### config.mk
export PLATFORM = sky130hd
export DESIGN_NAME = greek_latin_transliterator_core
export DESIGN_NICKNAME = d
export VERILOG_FILES = /design/src/design/glt_pkg.sv /design/src/design/glt_xlate.sv /design/src/design/glt_outbuf.sv /design/src/design/greek_latin_transliterator_core.sv
export SDC_FILE = /design/constraint.sdc
export NUM_CORES = 1
export LEC_CHECK = 0
export BUFFER_PORTS_ARGS = -buffer_cell sky130_fd_sc_hd__buf_2
export CORE_MARGIN = 4
export CORE_UTILIZATION = 35
export DETAILED_ROUTE_END_ITERATION = 7
export PLACE_DENSITY = 0.51
export SLEW_MARGIN = 20
export SYNTH_ARGS = -nofsm -noshare
export SYNTH_HDL_FRONTEND = slang
export SYNTH_SLANG_ARGS = --single-unit
### constraint.sdc
create_clock -name aclk -period 3.9 [get_ports aclk]
set_input_delay 0.39 -clock aclk [delete_from_list [all_inputs] [get_ports aclk]]
set_output_delay 0.39 -clock aclk [all_outputs]
set_load 0.05 [all_outputs]
### src/design/glt_pkg.sv
// ----------------------------------------------------------------------------
// glt_pkg
// shared types and constants for the greek to latin transliterator
// ----------------------------------------------------------------------------
package glt_pkg;

    localparam int BYTE_W      = 8;
    localparam int MAX_OUT     = 3;
    localparam int CNT_W       = $clog2(MAX_OUT + 1);
    localparam int MAP_LEN     = 25;

    // letter maps, first character in the top bits
    localparam logic [MAP_LEN*BYTE_W-1:0] LOWER_MAP = "avgdezh8iklmnqoprsstyfxyw";
    localparam logic [MAP_LEN*BYTE_W-1:0] UPPER_MAP = "AVGDEZH8IKLMNQOPR-STYFXYW";

    localparam logic [BYTE_W-1:0] ACUTE_MARK = 8'd39;
    localparam logic [BYTE_W-1:0] DIAER_MARK = 8'd34;

    localparam logic [BYTE_W-1:0] CODE_PI_UP = 8'd208;
    localparam logic [BYTE_W-1:0] CODE_PI_LO = 8'd240;
    localparam logic [BYTE_W-1:0] CODE_TAU_UP = 8'd212;
    localparam logic [BYTE_W-1:0] CODE_TAU_LO = 8'd244;
    localparam logic [BYTE_W-1:0] CODE_MU_UP = 8'd204;
    localparam logic [BYTE_W-1:0] CODE_MU_LO = 8'd236;
    localparam logic [BYTE_W-1:0] CODE_NU_UP = 8'd205;
    localparam logic [BYTE_W-1:0] CODE_NU_LO = 8'd237;

    localparam logic [BYTE_W-1:0] LOWER_FIRST = 8'd225;
    localparam logic [BYTE_W-1:0] UPPER_FIRST = 8'd193;

    typedef enum logic [2:0] {
        NAS_NONE  = 3'd0,
        NAS_MU_LO = 3'd1,
        NAS_MU_UP = 3'd2,
        NAS_NU_LO = 3'd3,
        NAS_NU_UP = 3'd4
    } glt_nasal_t;

    // up to three bytes, byte 0 goes out first
    typedef struct packed {
        logic [MAX_OUT-1:0][BYTE_W-1:0] bytes;
        logic [CNT_W-1:0]               count;
    } glt_result_t;

endpackage

### src/design/glt_xlate.sv
// ----------------------------------------------------------------------------
// glt_xlate
// table lookup for one code byte plus the remembered mu / nu state
// ----------------------------------------------------------------------------
module glt_xlate
    import glt_pkg::*;
(
    input  logic                aclk,
    input  logic                aresetn,
    input  logic [BYTE_W-1:0]   code,
    input  logic                advance,
    output glt_result_t         result
);

    glt_nasal_t nasal_reg;
    glt_nasal_t nasal_next;

    logic [BYTE_W-1:0] lo_idx;
    logic [BYTE_W-1:0] up_idx;
    logic [BYTE_W-1:0] lo_char;
    logic [BYTE_W-1:0] up_char;

    assign lo_idx  = code - LOWER_FIRST;
    assign up_idx  = code - UPPER_FIRST;
    assign lo_char = LOWER_MAP[(MAP_LEN - 1 - int'(lo_idx[4:0])) * BYTE_W +: BYTE_W];
    assign up_char = UPPER_MAP[(MAP_LEN - 1 - int'(up_idx[4:0])) * BYTE_W +: BYTE_W];

    always_comb begin
        result.bytes = '0;
        result.count = CNT_W'(1);
        nasal_next   = NAS_NONE;
        if ((nasal_reg == NAS_MU_LO || nasal_reg == NAS_MU_UP)
            && (code == CODE_PI_UP || code == CODE_PI_LO)) begin
            result.bytes[0] = (nasal_reg == NAS_MU_LO) ? "b" : "B";
        end else if ((nasal_reg == NAS_NU_LO || nasal_reg == NAS_NU_UP)
                     && (code == CODE_TAU_UP || code == CODE_TAU_LO)) begin
            result.bytes[0] = (nasal_reg == NAS_NU_LO) ? "d" : "D";
        end else begin
            result.count = CNT_W'(2);
            case (code)
                8'd0: begin
                    result.count = '0;
                end
                8'd220: begin result.bytes[0] = "a"; result.bytes[1] = ACUTE_MARK; end
                8'd221: begin result.bytes[0] = "e"; result.bytes[1] = ACUTE_MARK; end
                8'd222: begin result.bytes[0] = "h"; result.bytes[1] = ACUTE_MARK; end
                8'd223: begin result.bytes[0] = "i"; result.bytes[1] = ACUTE_MARK; end
                8'd252: begin result.bytes[0] = "o"; result.bytes[1] = ACUTE_MARK; end
                8'd253: begin result.bytes[0] = "y"; result.bytes[1] = ACUTE_MARK; end
                8'd254: begin result.bytes[0] = "w"; result.bytes[1] = ACUTE_MARK; end
                8'd182: begin result.bytes[0] = ACUTE_MARK; result.bytes[1] = "A"; end
                8'd184: begin result.bytes[0] = ACUTE_MARK; result.bytes[1] = "E"; end
                8'd185: begin result.bytes[0] = ACUTE_MARK; result.bytes[1] = "H"; end
                8'd186: begin result.bytes[0] = ACUTE_MARK; result.bytes[1] = "I"; end
                8'd188: begin result.bytes[0] = ACUTE_MARK; result.bytes[1] = "O"; end
                8'd190: begin result.bytes[0] = ACUTE_MARK; result.bytes[1] = "Y"; end
                8'd191: begin result.bytes[0] = ACUTE_MARK; result.bytes[1] = "W"; end
                8'd218: begin result.bytes[0] = "I"; result.bytes[1] = DIAER_MARK; end
                8'd219: begin result.bytes[0] = "Y"; result.bytes[1] = DIAER_MARK; end
                8'd250: begin result.bytes[0] = "i"; result.bytes[1] = DIAER_MARK; end
                8'd251: begin result.bytes[0] = "u"; result.bytes[1] = DIAER_MARK; end
                8'd192: begin
                    result.bytes[0] = "i";
                    result.bytes[1] = ACUTE_MARK;
                    result.bytes[2] = DIAER_MARK;
                    result.count    = CNT_W'(3);
                end
                8'd224: begin
                    result.bytes[0] = "u";
                    result.bytes[1] = ACUTE_MARK;
                    result.bytes[2] = DIAER_MARK;
                    result.count    = CNT_W'(3);
                end
                8'd238: begin result.bytes[0] = "k"; result.bytes[1] = "s"; end
                8'd248: begin result.bytes[0] = "p"; result.bytes[1] = "s"; end
                8'd206: begin result.bytes[0] = "K"; result.bytes[1] = "S"; end
                8'd216: begin result.bytes[0] = "P"; result.bytes[1] = "S"; end
                default: begin
                    result.count = CNT_W'(1);
                    if (code inside {[8'd225:8'd249]}) begin
                        result.bytes[0] = lo_char;
                    end else if (code inside {[8'd193:8'd217]}) begin
                        result.bytes[0] = up_char;
                    end else begin
                        result.bytes[0] = code;
                    end
                end
            endcase
            case (code)
                CODE_MU_LO: nasal_next = NAS_MU_LO;
                CODE_MU_UP: nasal_next = NAS_MU_UP;
                CODE_NU_LO: nasal_next = NAS_NU_LO;
                CODE_NU_UP: nasal_next = NAS_NU_UP;
                default:    nasal_next = NAS_NONE;
            endcase
        end
    end

    always_ff @(posedge aclk) begin
        if (!aresetn) begin
            nasal_reg <= NAS_NONE;
        end else if (advance) begin
            nasal_reg <= nasal_next;
        end
    end

endmodule

### src/design/glt_outbuf.sv
// ----------------------------------------------------------------------------
// glt_outbuf
// result register that hands out one byte per word and shifts the rest down
// ----------------------------------------------------------------------------
module glt_outbuf
    import glt_pkg::*;
(
    input  logic                aclk,
    input  logic                aresetn,
    input  logic                load,
    input  glt_result_t         load_data,
    output logic                free,
    output logic                m_tvalid,
    input  logic                m_tready,
    output logic [BYTE_W-1:0]   m_tdata,
    output logic                m_tlast
);

    logic                           valid_reg;
    logic [MAX_OUT-1:0][BYTE_W-1:0] bytes_reg;
    logic [CNT_W-1:0]               cnt_reg;
    logic                           take;

    assign m_tvalid = valid_reg;
    assign m_tdata  = bytes_reg[0];
    assign m_tlast  = (cnt_reg == CNT_W'(1));
    assign take     = valid_reg && m_tready;
    assign free     = !valid_reg || (take && m_tlast);

    always_ff @(posedge aclk) begin
        if (!aresetn) begin
            valid_reg <= 1'b0;
            cnt_reg   <= '0;
        end else if (load) begin
            valid_reg <= (load_data.count != '0);
            cnt_reg   <= load_data.count;
        end else if (take) begin
            valid_reg <= !m_tlast;
            cnt_reg   <= cnt_reg - CNT_W'(1);
        end
    end

    always_ff @(posedge aclk) begin
        if (load) begin
            bytes_reg <= load_data.bytes;
        end else if (take) begin
            bytes_reg <= {{BYTE_W{1'b0}}, bytes_reg[MAX_OUT-1:1]};
        end
    end

    a_cnt_range: assert property (@(posedge aclk) disable iff (!aresetn)
        valid_reg |-> (cnt_reg != '0 && cnt_reg <= CNT_W'(MAX_OUT)))
        else $error("output count out of range while valid");

    a_shift: assert property (@(posedge aclk) disable iff (!aresetn)
        take && !m_tlast |=> valid_reg && cnt_reg == $past(cnt_reg) - CNT_W'(1))
        else $error("non-final word did not leave the rest pending");

    a_load: assert property (@(posedge aclk) disable iff (!aresetn)
        load && load_data.count != '0 |=> valid_reg && cnt_reg == $past(load_data.count))
        else $error("loaded result not presented");

endmodule

### src/design/greek_latin_transliterator_core.sv
// ----------------------------------------------------------------------------
// greek_latin_transliterator_core
// iso-8859-7 to latin transliteration, one code byte in, zero to three out
// ----------------------------------------------------------------------------
// Each accepted code byte is held in an input register, translated by a
// single table lookup and moved into a result register that hands out its
// bytes one word per cycle while m_tready is high, tlast marking the final
// byte of that input. Each code byte produces one to three output bytes on
// the single byte-wide result channel; a zero byte produces nothing. The
// input register takes the next code byte while the result register drains,
// and that byte moves on as the final word is taken. Pi after mu and tau
// after nu become b and d, cased after the mu or nu.
// ----------------------------------------------------------------------------
module greek_latin_transliterator_core
    import glt_pkg::*;
(
    input  logic                aclk,
    input  logic                aresetn,
    // input stream
    input  logic                s_tvalid,
    output logic                s_tready,
    input  logic [BYTE_W-1:0]   s_tdata,    // [7:0] code_byte
    // result stream
    output logic                m_tvalid,
    input  logic                m_tready,
    output logic [BYTE_W-1:0]   m_tdata,    // [7:0] out_byte
    output logic                m_tlast     // run_end
);

    // input register
    logic              in_valid_reg;
    logic [BYTE_W-1:0] in_code_reg;

    logic        res_free;
    logic        advance;
    glt_result_t xl_result;

    // item moves on once the result register is empty or emptying
    assign advance  = in_valid_reg && res_free;
    assign s_tready = !in_valid_reg || advance;

    always_ff @(posedge aclk) begin
        if (!aresetn) begin
            in_valid_reg <= 1'b0;
        end else if (s_tready) begin
            in_valid_reg <= s_tvalid;
        end
    end

    always_ff @(posedge aclk) begin
        if (s_tready && s_tvalid) begin
            in_code_reg <= s_tdata;
        end
    end

    // lookup and mu / nu memory, state steps only when the item moves on
    glt_xlate u_xlate (
        .aclk    (aclk),
        .aresetn (aresetn),
        .code    (in_code_reg),
        .advance (advance),
        .result  (xl_result)
    );

    // result register and byte serializer
    glt_outbuf u_outbuf (
        .aclk      (aclk),
        .aresetn   (aresetn),
        .load      (advance),
        .load_data (xl_result),
        .free      (res_free),
        .m_tvalid  (m_tvalid),
        .m_tready  (m_tready),
        .m_tdata   (m_tdata),
        .m_tlast   (m_tlast)
    );

endmodule

* Word level (Yosys, flattened, before mapping)
Cells that the tools add are included. Widths: inputs -> output; s select.
Storage, ports and cells: register bits 39, input port bits 12, output and inout bits 11
Operators by class: add/subtract/negate cells 5, order comparisons 4, equal/unequal tests 37, shift-type cells 2, muxes and demuxes 23, reduce and logical (&&, ||, !) cells 29
Operator list (number):
- $shiftx 200x32->8 const A | 2
- $eq 8x8->1 const B | 32
- $pmux 8 s16 | 1
- $pmux 7 s11 | 1
- $mux 24 | 2
- $mux 16 | 2
- $mux 8 | 4
- $reduce_or 22->1 | 1
- $mux 6 | 3
- $ge 8x8->1 const B | 2
- $le 8x8->1 const B | 2
- $pmux 3 s4 | 1
- $sub 5x5->6 const A | 2
- $sub 5x1->5 const B | 2
- $reduce_or 9->1 | 1
- $logic_and 1x1->1 | 8
- $logic_not 8->1 | 1
- $mux 2 | 4
- $reduce_or 2->1 | 4
- $reduce_or 7->1 | 1
- $eq 3x2->1 const B | 2
- $logic_or 1x1->1 | 6
- $mux 3 | 2
- $pmux 2 s3 | 1
- other kinds (9) | 13

* Logic depth before layout (Yosys ltp)
Gate-level depths: netlist of the first run.
depth after elaboration 9, gate-level depth with buffers 13

* Modules after synthesis
A second synthesis of the first run with hierarchy kept.
Second synthesis, totals: cells, all modules 384, area, all modules 3343.2 µm²
Modules (own cells, without submodules):
- glt_xlate | times used 1, cells an instance 294, area each 1835.5 µm²
- glt_outbuf | times used 1, cells an instance 76, area each 1202.4 µm²
- greek_latin_transliterator_core | times used 1, cells an instance 14, area each 305.3 µm²

* Least setup slack after synthesis of the first run
Ideal clock, no wire load.
path type register -> register, start register in_code_reg[0], end register u_outbuf.bytes_reg (netlist bit u_outbuf.m_tdata[4]), data pin, arrival 2.962 ns, slack 0.780 ns, cell stages (with the launch flop) 12, clock period less this slack 3.120 ns, cell sequence edfxtp_1 clkbuf_1 inv_1 ha_1 buf_4 or4b_1 o32a_1 o211a_2 and3_1 a2111oi_1 o221ai_1 a22oi_1
Between the ends: word-level cells in the longest chain between the ends 9, elaborated cells on any way between the ends 54, classes of those cells add/sub: 4; order compare: 4; eq/ne: 28; shift: 2; mux: 6; reduce/logical: 10
Ends and longest elaborated chain:
- start: declaration | RTL line greek_latin_transliterator_core.sv:32 | logic [BYTE_W-1:0] in_code_reg;
- start signal: assignment | RTL line greek_latin_transliterator_core.sv:52 | in_code_reg <= s_tdata;
- $sub 5x1->5 | RTL line glt_xlate.sv:23, glt_xlate.sv:24
- $sub 5x5->6 | RTL line glt_xlate.sv:25, glt_xlate.sv:26
- $shiftx 200x32->8 | RTL line glt_xlate.sv:26 | assign up_char = UPPER_MAP[(MAP_LEN - 1 - int'(up_idx[4:0])) * BYTE_W +: BYTE_W];
- $mux 8 | RTL line glt_xlate.sv:82 | end else if (code inside {[8'd193:8'd217]}) begin
- $mux 8 | RTL line glt_xlate.sv:80 | if (code inside {[8'd225:8'd249]}) begin
- $pmux 8 s16 | RTL line glt_xlate.sv:40 | case (code)
- $mux 8 | RTL line glt_xlate.sv:35 | end else if ((nasal_reg == NAS_NU_LO || nasal_reg == NAS_NU_UP)
- $mux 8 (*) | RTL line glt_xlate.sv:32 | if ((nasal_reg == NAS_MU_LO || nasal_reg == NAS_MU_UP)
- $mux 24 (*) | RTL line glt_outbuf.sv:44 | if (load) begin
- end signal: assignment | RTL line glt_outbuf.sv:45 | bytes_reg <= load_data.bytes;
- end signal: assignment | RTL line glt_outbuf.sv:47 | bytes_reg <= {{BYTE_W{1'b0}}, bytes_reg[MAX_OUT-1:1]};
- end: declaration | RTL line glt_outbuf.sv:20 | logic [MAX_OUT-1:0][BYTE_W-1:0] bytes_reg;
Mark *: on every way between the ends. The rest lies on a longest branch, timed or not. A chain may end at the register's enable or synchronous reset.

* Worst setup path in the final report of the first run
start register in_code_reg[1], end register u_outbuf.bytes_reg (netlist bit u_outbuf.m_tdata[5]), data pin
The elaborated chain is that of the path after synthesis.

==> results.sh, run 1 <==
export IMPL_die_w_um=98.03
export IMPL_cp_top_family="simple AND/OR/NAND/NOR gates"
export IMPL_diodes=0
export IMPL_cts_tree="built"
export IMPL_syn_inst=353
export IMPL_fmax_ghz=0.2932
export IMPL_hold_viol_final=0
export IMPL_synth_top_area_cell="edfxtp_1"
export IMPL_drt_iter0_markers=236
export IMPL_crit_buf_inv=1
export IMPL_slew_viol_final=0
export IMPL_placed_cell_area_um2=2963
export IMPL_p_per_area_nw_per_um2=323.2
export IMPL_ys_flop_type="edfxtp_1"
export IMPL_ant_nets=0
export IMPL_grt_pass1_wl_um=13400
export IMPL_grt_usage_pct=17.24
export IMPL_totalWireLength_um=8184
export IMPL_yosys_warnings=0
export IMPL_htree_levels=2
export IMPL_total_leakage_power_nw=1.110
export IMPL_start_util_pct=36.33
export IMPL_min_path_type="in2reg"
export IMPL_crit_start="in_code_reg[1]$_DFFE_PP_"
export IMPL_crit_path_top_delay_cell="edfxtp_1"
export IMPL_slew_headroom_pct=54.04
export IMPL_crit_type="reg2reg"
export IMPL_core_area_um2=7807
export IMPL_dp_cells=453
export IMPL_nets=376
export IMPL_final_cell_area_um2=3047
export IMPL_insertion_delay_ns=0.30
export IMPL_io_pins=23
export IMPL_drc_errors=0
export IMPL_synth_area_um2=2836
export IMPL_synth_seq_area_share_pct=30.35
export IMPL_numCtsBuffers=5
export IMPL_tns_ns=0
export IMPL_cp_cell_sequence="inv_1, ha_1, xnor2_2, a311o_1, and3_1, or2_1, or4_1, a21o_1, a41oi_2"
export IMPL_antenna_found_initial=0
export IMPL_fin_crit_sh_pct=87.45
export IMPL_layout_drive_gt1_share_pct=16.43
export IMPL_finalWorstPathRequiredPeriod_ns=3.411
export IMPL_cts_clk_slew_worst_paths_ns=0.07
export IMPL_clockBufferDepth=2
export IMPL_die_area_um2=9609
export IMPL_postCtsSetupRepairBufs=0
export IMPL_root_buffer="clkbuf_8"
export IMPL_path_max_fanout=15
export IMPL_ys_ff_latch=31
export IMPL_finalNonFillerCells=461
export IMPL_rows=32
export IMPL_die_y_um=98.03
export IMPL_r2r_start="in_code_reg[1]$_DFFE_PP_"
export IMPL_fin_hold_ws_ns=0.2681
export IMPL_cp_depth=9
export IMPL_gp_congestion=0.9032
export IMPL_post_dp_hpwl_um=6034
export IMPL_grt_max_degree=32
export IMPL_syn_avg_cell_area_um2=8.035
export IMPL_finalSetupViolations=0
export IMPL_grt_pass1_vias=2537
export IMPL_via_per_inst=5.950
export IMPL_arrival_ns=3.55
export IMPL_ff2ff_setup_slack_ns=0.49
export IMPL_reg2reg_depth=9
export IMPL_r2r_end="u_outbuf.m_tdata[5]$_DFFE_PP_"
export IMPL_synthDistinctLibCells=74
export IMPL_worstSetupEndpointType="flip-flop"
export IMPL_cts_hold_buffers=0
export IMPL_ir_drop_v=0.0001473
export IMPL_worstMarginPinSlew_ns=0.6807
export IMPL_maxCapViolations=0
export IMPL_crit_path_end="u_outbuf.m_tdata[5]$_DFFE_PP_"
export IMPL_slowest_delay_ns=0.55
export IMPL_synth_edff_count=24
export IMPL_overflow=0
export IMPL_wl_per_cell_um=17.75
export IMPL_post_synth_top_count_cell="nand2_1"
export IMPL_vias=2743
export IMPL_outcome="complete, no violations"
export IMPL_area_growth_pct=7.411
export IMPL_synthArstFlopShare_pct=0
export IMPL_synthTopCellsByArea="edfxtp_1 25%, nand2_1 5.0%, dfxtp_1 4.9%"
export IMPL_synth_top_area_share_pct=25.41
export IMPL_cp_data_required_time_ns=4.04
export IMPL_port_buffers=22
export IMPL_synth_commonest_cells="38 x nand2_1, 33 x nor2_1, 26 x a21oi_1, 24 x edfxtp_1, 24 x o21ai_0"
export IMPL_synth_nets=371
export IMPL_fill_cells=809
export IMPL_cts_resized=0
export IMPL_first_pass_iters=5
export IMPL_clkSinkCount=31
export IMPL_rsz0062_at_grt="false"
export IMPL_finClkSkew_ns=0.008040
export IMPL_worstSetupStartpointType="flip-flop"
## how the worst min path moves through the flow
stage	end	cells after the start	slack, ns	start
floorplan	in_code_reg[0]$_DFFE_PP_	0	0.49	s_tdata[0]
global placement	u_xlate.nasal_reg[0]$_SDFFE_PN0P_	2	0.53	u_xlate.nasal_reg[0]$_SDFFE_PN0P_
detailed placement	u_xlate.nasal_reg[0]$_SDFFE_PN0P_	2	0.54	u_xlate.nasal_reg[0]$_SDFFE_PN0P_
CTS	in_code_reg[6]$_DFFE_PP_	1	0.26	s_tdata[6]
global route	in_code_reg[4]$_DFFE_PP_	1	0.26	s_tdata[4]
finish	in_code_reg[6]$_DFFE_PP_	1	0.27	s_tdata[6]
## placed cells by master (no fill, tap or decap), drive strengths merged, types with 5 or more instances in the layout
master,Yosys,routed
edfxtp,24,24
inv,12,12
a21oi,28,28
o211ai,6,6
dfxtp,7,7
ha,6,6
nand2,38,38
or3,5,5
a211oi,5,5
nand3,9,9
o21ai,28,28
a21o,5,5
nor4,6,6
and2,7,7
clkbuf,18,5
buf,17,33
nor2,34,34
a31oi,6,6
nor3,10,10
xnor2,6,6
## cells by family after synthesis
group	share of synthesized area, %
buffers and inverters	8.557
adder cells (fa/ha/maj)	2.647
AND/OR/NAND/NOR	25.10
XOR/XNOR	3.838
multiplexers	1.588
AO/OA/AOI/OAI	27.92
flip-flops	30.35
## final cells by class
class / instances / area, um2 / share of cell area (%)
Inverter: 13 / 48.80 / 1.602
Clock buffer: 5 / 68.82 / 2.259
Multi-Input combinational cell: 274 / 1733 / 56.88
Sequential cell: 31 / 860.8 / 28.25
Clock inverter: 3 / 15.01 / 0.4928
Tap cell: 102 / 127.6 / 4.189
Timing Repair Buffer: 33 / 192.7 / 6.324
## where the power goes
part / leakage [nW] / switching [W] / internal [W]
sequential: 0.286 / 0.0000213 / 0.000388
clock: 0.0477 / 0.000133 / 0.000122
combinational: 0.776 / 0.000211 / 0.000110
total: 1.11 / 0.000365 / 0.000620
## stage by stage
stage	worst slack (ns)	utilization (%)	total power (W)
final	0.4894	39.02	0.0009848
after global routing	0.2722	39.02	0.001042
after CTS	0.4893	39.02	0.0009910
after detailed placement	0.5052	37.95	0.0007334
after global placement	0.5984	37.95	0.0007347
after floorplan	0.7795	-	0.0006677
## per-layer routing
metal  share of wire, %  wire length [um]  up-vias  GRT usage [%]
li1                   -                 -     1326              -
met5                  0                 0        -              0
met1                 48              3896     1281          24.92
met3                5.9               486       17          2.571
met2                 45              3642      119          26.07
met4                1.9               158        0          6.070
Note: power is estimated with default switching activity, not from simulation.
==> run 2, diff against run 1 <==
Settings changed: ABC_AREA from default to 1, GPL_TIMING_DRIVEN from default to 0.
==> run 2 against run 1 <==
  * Count of clock-buffer cells in the layout unchanged
  * Synthesized cell count up 17%
  * Register-to-register slack better by 0.52 ns
  * Area after synthesis down 2.7%
  * Critical path depth up 2
  * Largest power group unchanged
  * Via count down 1.9%
  * Sequential cell count unchanged
  * Die area down 2.5%
  * Highest routed layer unchanged
  * Setup slack better by 0.52 ns
  * Clock skew up 0.0010 ns
==> results.sh, run 2 <==
export IMPL_synth_edff_count=24
export IMPL_cts_clk_slew_worst_paths_ns=0.07
export IMPL_clockBufferDepth=2
export IMPL_area_growth_pct=12.19
export IMPL_min_to="in_code_reg[5]$_DFFE_PP_"
export IMPL_min_delay_start="s_tdata[5]"
export IMPL_r2r_start="in_code_reg[0]$_DFFE_PP_"
export IMPL_numCtsBuffers=5
export IMPL_worstSetupStartpointType="flip-flop"
export IMPL_worstMarginPinSlew_ns=0.7373
export IMPL_grt_usage_pct=15.64
export IMPL_root_buffer="clkbuf_8"
export IMPL_synthTopCellsByArea="edfxtp_1 26%, nand2_1 14%, nor2_1 7.6%"
export IMPL_p_int_w=0.0006424
export IMPL_clkSinkCount=31
export IMPL_gp_congestion=0.9870
export IMPL_r2r_end="u_outbuf.bytes_reg[11]$_SDFFCE_PP0P_"
export IMPL_diodes=0
export IMPL_path_max_fanout=10
export IMPL_p_per_area_nw_per_um2=341.5
export IMPL_total_leakage_power_nw=1.437
export IMPL_ff2ff_setup_slack_ns=1.01
export IMPL_place_ws_ns=1.045
export IMPL_drc_errors=0
export IMPL_synth_seq_area_share_pct=31.19
export IMPL_crit_buf_inv=3
export IMPL_synth_nets=432
export IMPL_min_path_cells=1
export IMPL_p_comb_share_pct=37.6
export IMPL_overflow=0
export IMPL_post_dp_hpwl_um=5882
export IMPL_min_path_type="in2reg"
export IMPL_finClkSkew_ns=0.009060
export IMPL_ys_flop_type="edfxtp_1"
export IMPL_first_pass_iters=5
export IMPL_yosys_warnings=0
export IMPL_synth_area_um2=2760
export IMPL_wl_met3_um=382
export IMPL_post_synth_top_count_cell="nand2_1"
export IMPL_start_util_pct=35.90
export IMPL_maxCapViolations=0
export IMPL_insertion_delay_ns=0.29
export IMPL_die_y_um=96.81
export IMPL_switching_share_pct=39.25
export IMPL_wl_met2_um=3176
export IMPL_antenna_found_initial=0
export IMPL_slew_headroom_pct=50.43
export IMPL_nets=462
export IMPL_via_per_inst=4.918
export IMPL_rsz0062_at_grt="false"
export IMPL_highest_layer="met4"
export IMPL_core_area_um2=7687
export IMPL_arrival_ns=2.89
export IMPL_seqPwrFrac_pct=39.0
export IMPL_cp_top_family="compound AO/OA/AOI/OAI gates"
export IMPL_p_sw_w=0.0004150
export IMPL_port_buffers=22
export IMPL_reg2reg_depth=11
export IMPL_htree_levels=2
export IMPL_slew_viol_final=0
export IMPL_io_pins=23
export IMPL_synth_top_area_share_pct=26.11
export IMPL_crit_path_top_delay_cell="o31ai_1"
export IMPL_cp_data_required_time_ns=3.90
export IMPL_grt_max_degree=13
export IMPL_slowest_delay_ns=0.64
export IMPL_grt_pass1_vias=2522
export IMPL_die_area_um2=9371
export IMPL_finalSetupViolations=0
export IMPL_synth_commonest_cells="104 x nand2_1, 56 x nor2_1, 47 x inv_1, 34 x nand3_1"
export IMPL_outcome="complete, no violations"
export IMPL_tns_ns=0
export IMPL_setup_slack_ns=1.006
export IMPL_finalWorstPathRequiredPeriod_ns=2.894
export IMPL_totalWireLength_um=7225
export IMPL_worstSetupEndpointType="flip-flop"
export IMPL_synth_top_area_cell="edfxtp_1"
export IMPL_final_common_cell="nand2_1"
export IMPL_wl_per_cell_um=13.21
export IMPL_rows=32
export IMPL_synthDistinctLibCells=36
export IMPL_die_w_um=96.81
export IMPL_pwr_share_clk_pct=23.3
export IMPL_postCtsSetupRepairBufs=0
export IMPL_syn_inst=414
export IMPL_syn_avg_cell_area_um2=6.667
export IMPL_cts_hold_buffers=0
export IMPL_wl_met1_um=3524
export IMPL_grt_pass1_wl_um=12010
export IMPL_ir_drop_v=0.0001888
export IMPL_fmax_ghz=0.3455
export IMPL_layout_drive_gt1_share_pct=20.67
export IMPL_ys_ff_latch=31
export IMPL_cp_cell_sequence="buf_6, inv_1, ha_1, inv_1, nor2_1, nand2_1, nand2_1, nor2_2, nand4_2, o31ai_1, a21oi_1"
export IMPL_vias=2690
export IMPL_cts_tree="built"
export IMPL_ant_nets=0
export IMPL_most_common_layout_cells="104 x nand2_1, 56 x nor2_1, 47 x inv_1"
export IMPL_hold_viol_final=0
export IMPL_synthArstFlopShare_pct=0
export IMPL_cts_resized=0
export IMPL_crit_type="reg2reg"
export IMPL_fin_crit_sh_pct=74.21
export IMPL_drt_iter0_markers=231
-- run 2: worst max-delay path by stage --
stage                                         from                                    to  slack [ns]  depth (start not counted)
after floorplan           in_code_reg[0]$_DFFE_PP_         u_outbuf.m_tdata[2]$_DFFE_PP_        1.54                         21
after global placement    in_code_reg[0]$_DFFE_PP_         u_outbuf.m_tdata[3]$_DFFE_PP_        1.03                         16
after detailed placement  in_code_reg[0]$_DFFE_PP_         u_outbuf.m_tdata[3]$_DFFE_PP_        1.05                         16
after CTS                 in_code_reg[0]$_DFFE_PP_         u_outbuf.m_tdata[3]$_DFFE_PP_        1.04                         16
after global routing      in_code_reg[0]$_DFFE_PP_         u_outbuf.m_tdata[4]$_DFFE_PP_        0.71                         18
final                     in_code_reg[0]$_DFFE_PP_  u_outbuf.bytes_reg[11]$_SDFFCE_PP0P_        1.01                         11
-- run 2: kinds of logic after synthesis --
| kind of cell | count (synthesis) | share of synthesized area [%] |
|---|---|---|
| and+or+nand+nor | 241 | 41.34 |
| buffers and inverters | 72 | 12.06 |
| AOI/OAI and AO/OA | 64 | 12.69 |
| DFF | 31 | 31.19 |
| adders and majority gates | 6 | 2.720 |
-- run 2: cell type report --
type | count | area (um2)
Timing Repair Buffer | 23 | 121.4
Multi-Input combinational cell | 311 | 1570
Tap cell | 102 | 127.6
Sequential cell | 31 | 860.8
Clock buffer | 5 | 68.82
Inverter | 58 | 220.2
Buffer | 14 | 112.6
Clock inverter | 3 | 15.01
Fill cell | 834 | 4591
-- run 2: routing by layer --
layer / track usage, % / up-vias
met5: 0 / -
met3: 3.244 / 17
met1: 21.73 / 1174
met4: 5.400 / 0
li1: - / 1412
met2: 24.04 / 87
-- run 2: through the flow --
| stage | power [W] | std cells | instance area (um2) | hold WS (ns) | util, % |
|---|---|---|---|---|---|
| after floorplan | 0.0007282 | 414 | 2760 | 0.4715 | - |
| after global placement | 0.0008155 | 538 | 2998 | 0.4979 | 39.00 |
| after detailed placement | 0.0008183 | 539 | 3013 | 0.4915 | 39.19 |
| after CTS | 0.001069 | 547 | 3097 | 0.2644 | 40.28 |
| after global routing | 0.001133 | 547 | 3097 | 0.2597 | 40.28 |
| final | 0.001057 | 547 | 3097 | 0.2718 | 40.28 |
-- run 2: power groups by stage --
stage | Combinational, W | Clock [W] | Sequential (W)
floorplan | 0.000305 | 0 | 0.000423
global placement | 0.000395 | 0 | 0.000420
detailed placement | 0.000398 | 0 | 0.000420
CTS | 0.000399 | 0.000257 | 0.000413
global route | 0.000444 | 0.000272 | 0.000417
finish | 0.000398 | 0.000247 | 0.000413
==> run 3, diff against run 2 <==
Clock period 3.9 ns to 2.8 ns, I/O delays scaled along.
==> run 3 against run 2 <==
  * Non-clock buffer count is 2 higher
  * Clock skew hardly changed
  * Combinational power is 42% higher
  * Die area stayed put
  * Critical endpoint is now u_outbuf.m_tdata[3]$_DFFE_PP_
  * Largest power group unchanged
==> results.sh, run 3 (same netlist as run 2, synthesis figures left out) <==
export IMPL_gp_congestion=0.9870
export IMPL_cts_hold_buffers=0
export IMPL_finClkSkew_ns=0.008623
export IMPL_crit_type="reg2reg"
export IMPL_post_dp_hpwl_um=5882
export IMPL_arrival_ns=2.60
export IMPL_rsz0062_at_grt="true"
export IMPL_root_buffer="clkbuf_8"
export IMPL_die_w_um=96.81
export IMPL_place_ws_ns=-0.05478
export IMPL_cp_data_required_time_ns=2.86
export IMPL_grt_max_degree=13
export IMPL_die_area_um2=9371
export IMPL_nets=464
export IMPL_slew_headroom_pct=63.70
export IMPL_slowest_delay_ns=0.37
export IMPL_fmax_ghz=0.3935
export IMPL_min_path_cells=1
export IMPL_outcome="complete, no violations"
export IMPL_htree_levels=2
export IMPL_grt_pass1_vias=2522
export IMPL_fin_crit_sh_pct=90.75
export IMPL_grt_pass1_wl_um=12010
export IMPL_drt_iter0_markers=208
export IMPL_min_path_type="in2reg"
export IMPL_first_pass_iters=4
export IMPL_setup_slack_ns=0.2590
export IMPL_rows=32
export IMPL_finalWorstPathRequiredPeriod_ns=2.541
export IMPL_most_common_layout_cells="102 x nand2_1, 52 x nor2_1, 45 x inv_1"
export IMPL_worstSetupEndpointType="flip-flop"
export IMPL_totalWireLength_um=7278
export IMPL_via_per_inst=4.940
export IMPL_ir_drop_v=0.0002666
export IMPL_start_util_pct=35.90
export IMPL_numCtsBuffers=5
export IMPL_overflow=0
export IMPL_reg2reg_depth=19
export IMPL_worstMarginPinSlew_ns=0.5445
export IMPL_cts_clk_slew_worst_paths_ns=0.07
export IMPL_grt_usage_pct=15.64
export IMPL_ff2ff_setup_slack_ns=0.26
export IMPL_cp_cell_sequence="buf_6, clkinvlp_4, ha_4, inv_1, nand2_1, nand2_1, inv_1, nand2_2, nand2_4, nand2_4, inv_4, nor2_1, nand3_1, nand3_1, o21ai_0, nand2_1, nand2_1, nand2_1, nand2_1"
export IMPL_hold_viol_final=0
export IMPL_layout_drive_gt1_share_pct=23.49
export IMPL_path_max_fanout=10
export IMPL_final_common_cell="nand2_1"
export IMPL_fill_cells=824
export IMPL_crit_path_top_delay_cell="edfxtp_1"
export IMPL_cts_tree="built"
export IMPL_area_growth_pct=14.69
export IMPL_antenna_found_initial=0
export IMPL_fin_hold_ws_ns=0.1598
export IMPL_core_area_um2=7687
export IMPL_clockBufferDepth=2
export IMPL_worstSetupStartpointType="flip-flop"
export IMPL_finalSetupViolations=0
export IMPL_insertion_delay_ns=0.29
export IMPL_wl_per_cell_um=13.26
export IMPL_ant_nets=0
export IMPL_die_y_um=96.81
export IMPL_io_pins=23
export IMPL_vias=2712
export IMPL_clkSinkCount=31
export IMPL_slew_viol_final=0
export IMPL_maxCapViolations=0
export IMPL_total_leakage_power_nw=1.441
export IMPL_drc_errors=0
export IMPL_port_buffers=22
export IMPL_p_per_area_nw_per_um2=470.3
export IMPL_diodes=0
export IMPL_path_common_cell="nand2_1"
[run 3: cell count changes in the layout (fill, tap and decap cells not counted), sizes merged]
cell,before,now
clkinvlp,0,1
buf,36,38
inv,58,57
[run 3: layout make-up]
class                           count  area, um2  share of cell area, %
Timing Repair Buffer               25      136.4                  4.308
Tap cell                          102      127.6                  4.032
Inverter                           58      224.0                  7.075
Multi-Input combinational cell    311       1620                  51.19
Clock inverter                      3      15.01                 0.4743
Clock buffer                        5      68.82                  2.174
Buffer                             14      112.6                  3.557
Sequential cell                    31      860.8                  27.19
[run 3: through the flow]
stage	setup TNS (ns)	util, %	instances	instance area (um2)	power (W)
after global routing	-0.03929	41.18	549	3166	0.001592
after global placement	-0.1697	39.00	538	2998	0.001136
final	0	41.18	549	3166	0.001489
after detailed placement	-0.1663	39.19	539	3013	0.001140
after CTS	0	40.32	547	3099	0.001490
after floorplan	0	-	414	2760	0.001014
[run 3: worst paths after layout]
check	from	end
setup / recovery	in_code_reg[0]$_DFFE_PP_	u_outbuf.m_tdata[3]$_DFFE_PP_
hold / removal	s_tdata[5]	in_code_reg[5]$_DFFE_PP_
setup reg to reg	in_code_reg[0]$_DFFE_PP_	u_outbuf.m_tdata[3]$_DFFE_PP_
hold reg to reg	u_xlate.nasal_reg[0]$_SDFFE_PN0P_	u_xlate.nasal_reg[0]$_SDFFE_PN0P_
[run 3: what timing repair did]
item / CTS / global route
resized for setup: 1 / 14
setup buffers: 0 / 2
setup endpoints to repair: 8 / 12
hold endpoints to repair: 0 / 0
cloned: 0 / 0
[run 3: per-layer routing]
metal  routed length (um)  global-route usage (%)  vias up  share of wire (%)
li1                     -                       -     1417                  -
met1                 3518                   21.73     1216                 48
met2                 3270                   24.04       63                 45
met3                  346                   3.244       16                4.8
met4                  142                   5.400        0                2.0
met5                    0                       0        -                  0
[run 3: where the power goes]
group	switching [W]	internal (W)	leakage [nW]
Combinational	0.000391	0.000177	1.10
Sequential	0.0000182	0.000556	0.293
Clock	0.000177	0.000170	0.0477
Total	0.000586	0.000903	1.44
[run 3: critical path, delay by kind of cell (launching register included)]
| family | cells | cell delay, ns |
|---|---|---|
| adders and majority gates | 1 | 0.22 |
| DFF | 1 | 0.37 |
| AOI/OAI and AO/OA | 1 | 0.08 |
| and+or+nand+nor | 12 | 1.05 |
| buffers and inverters | 5 | 0.55 |
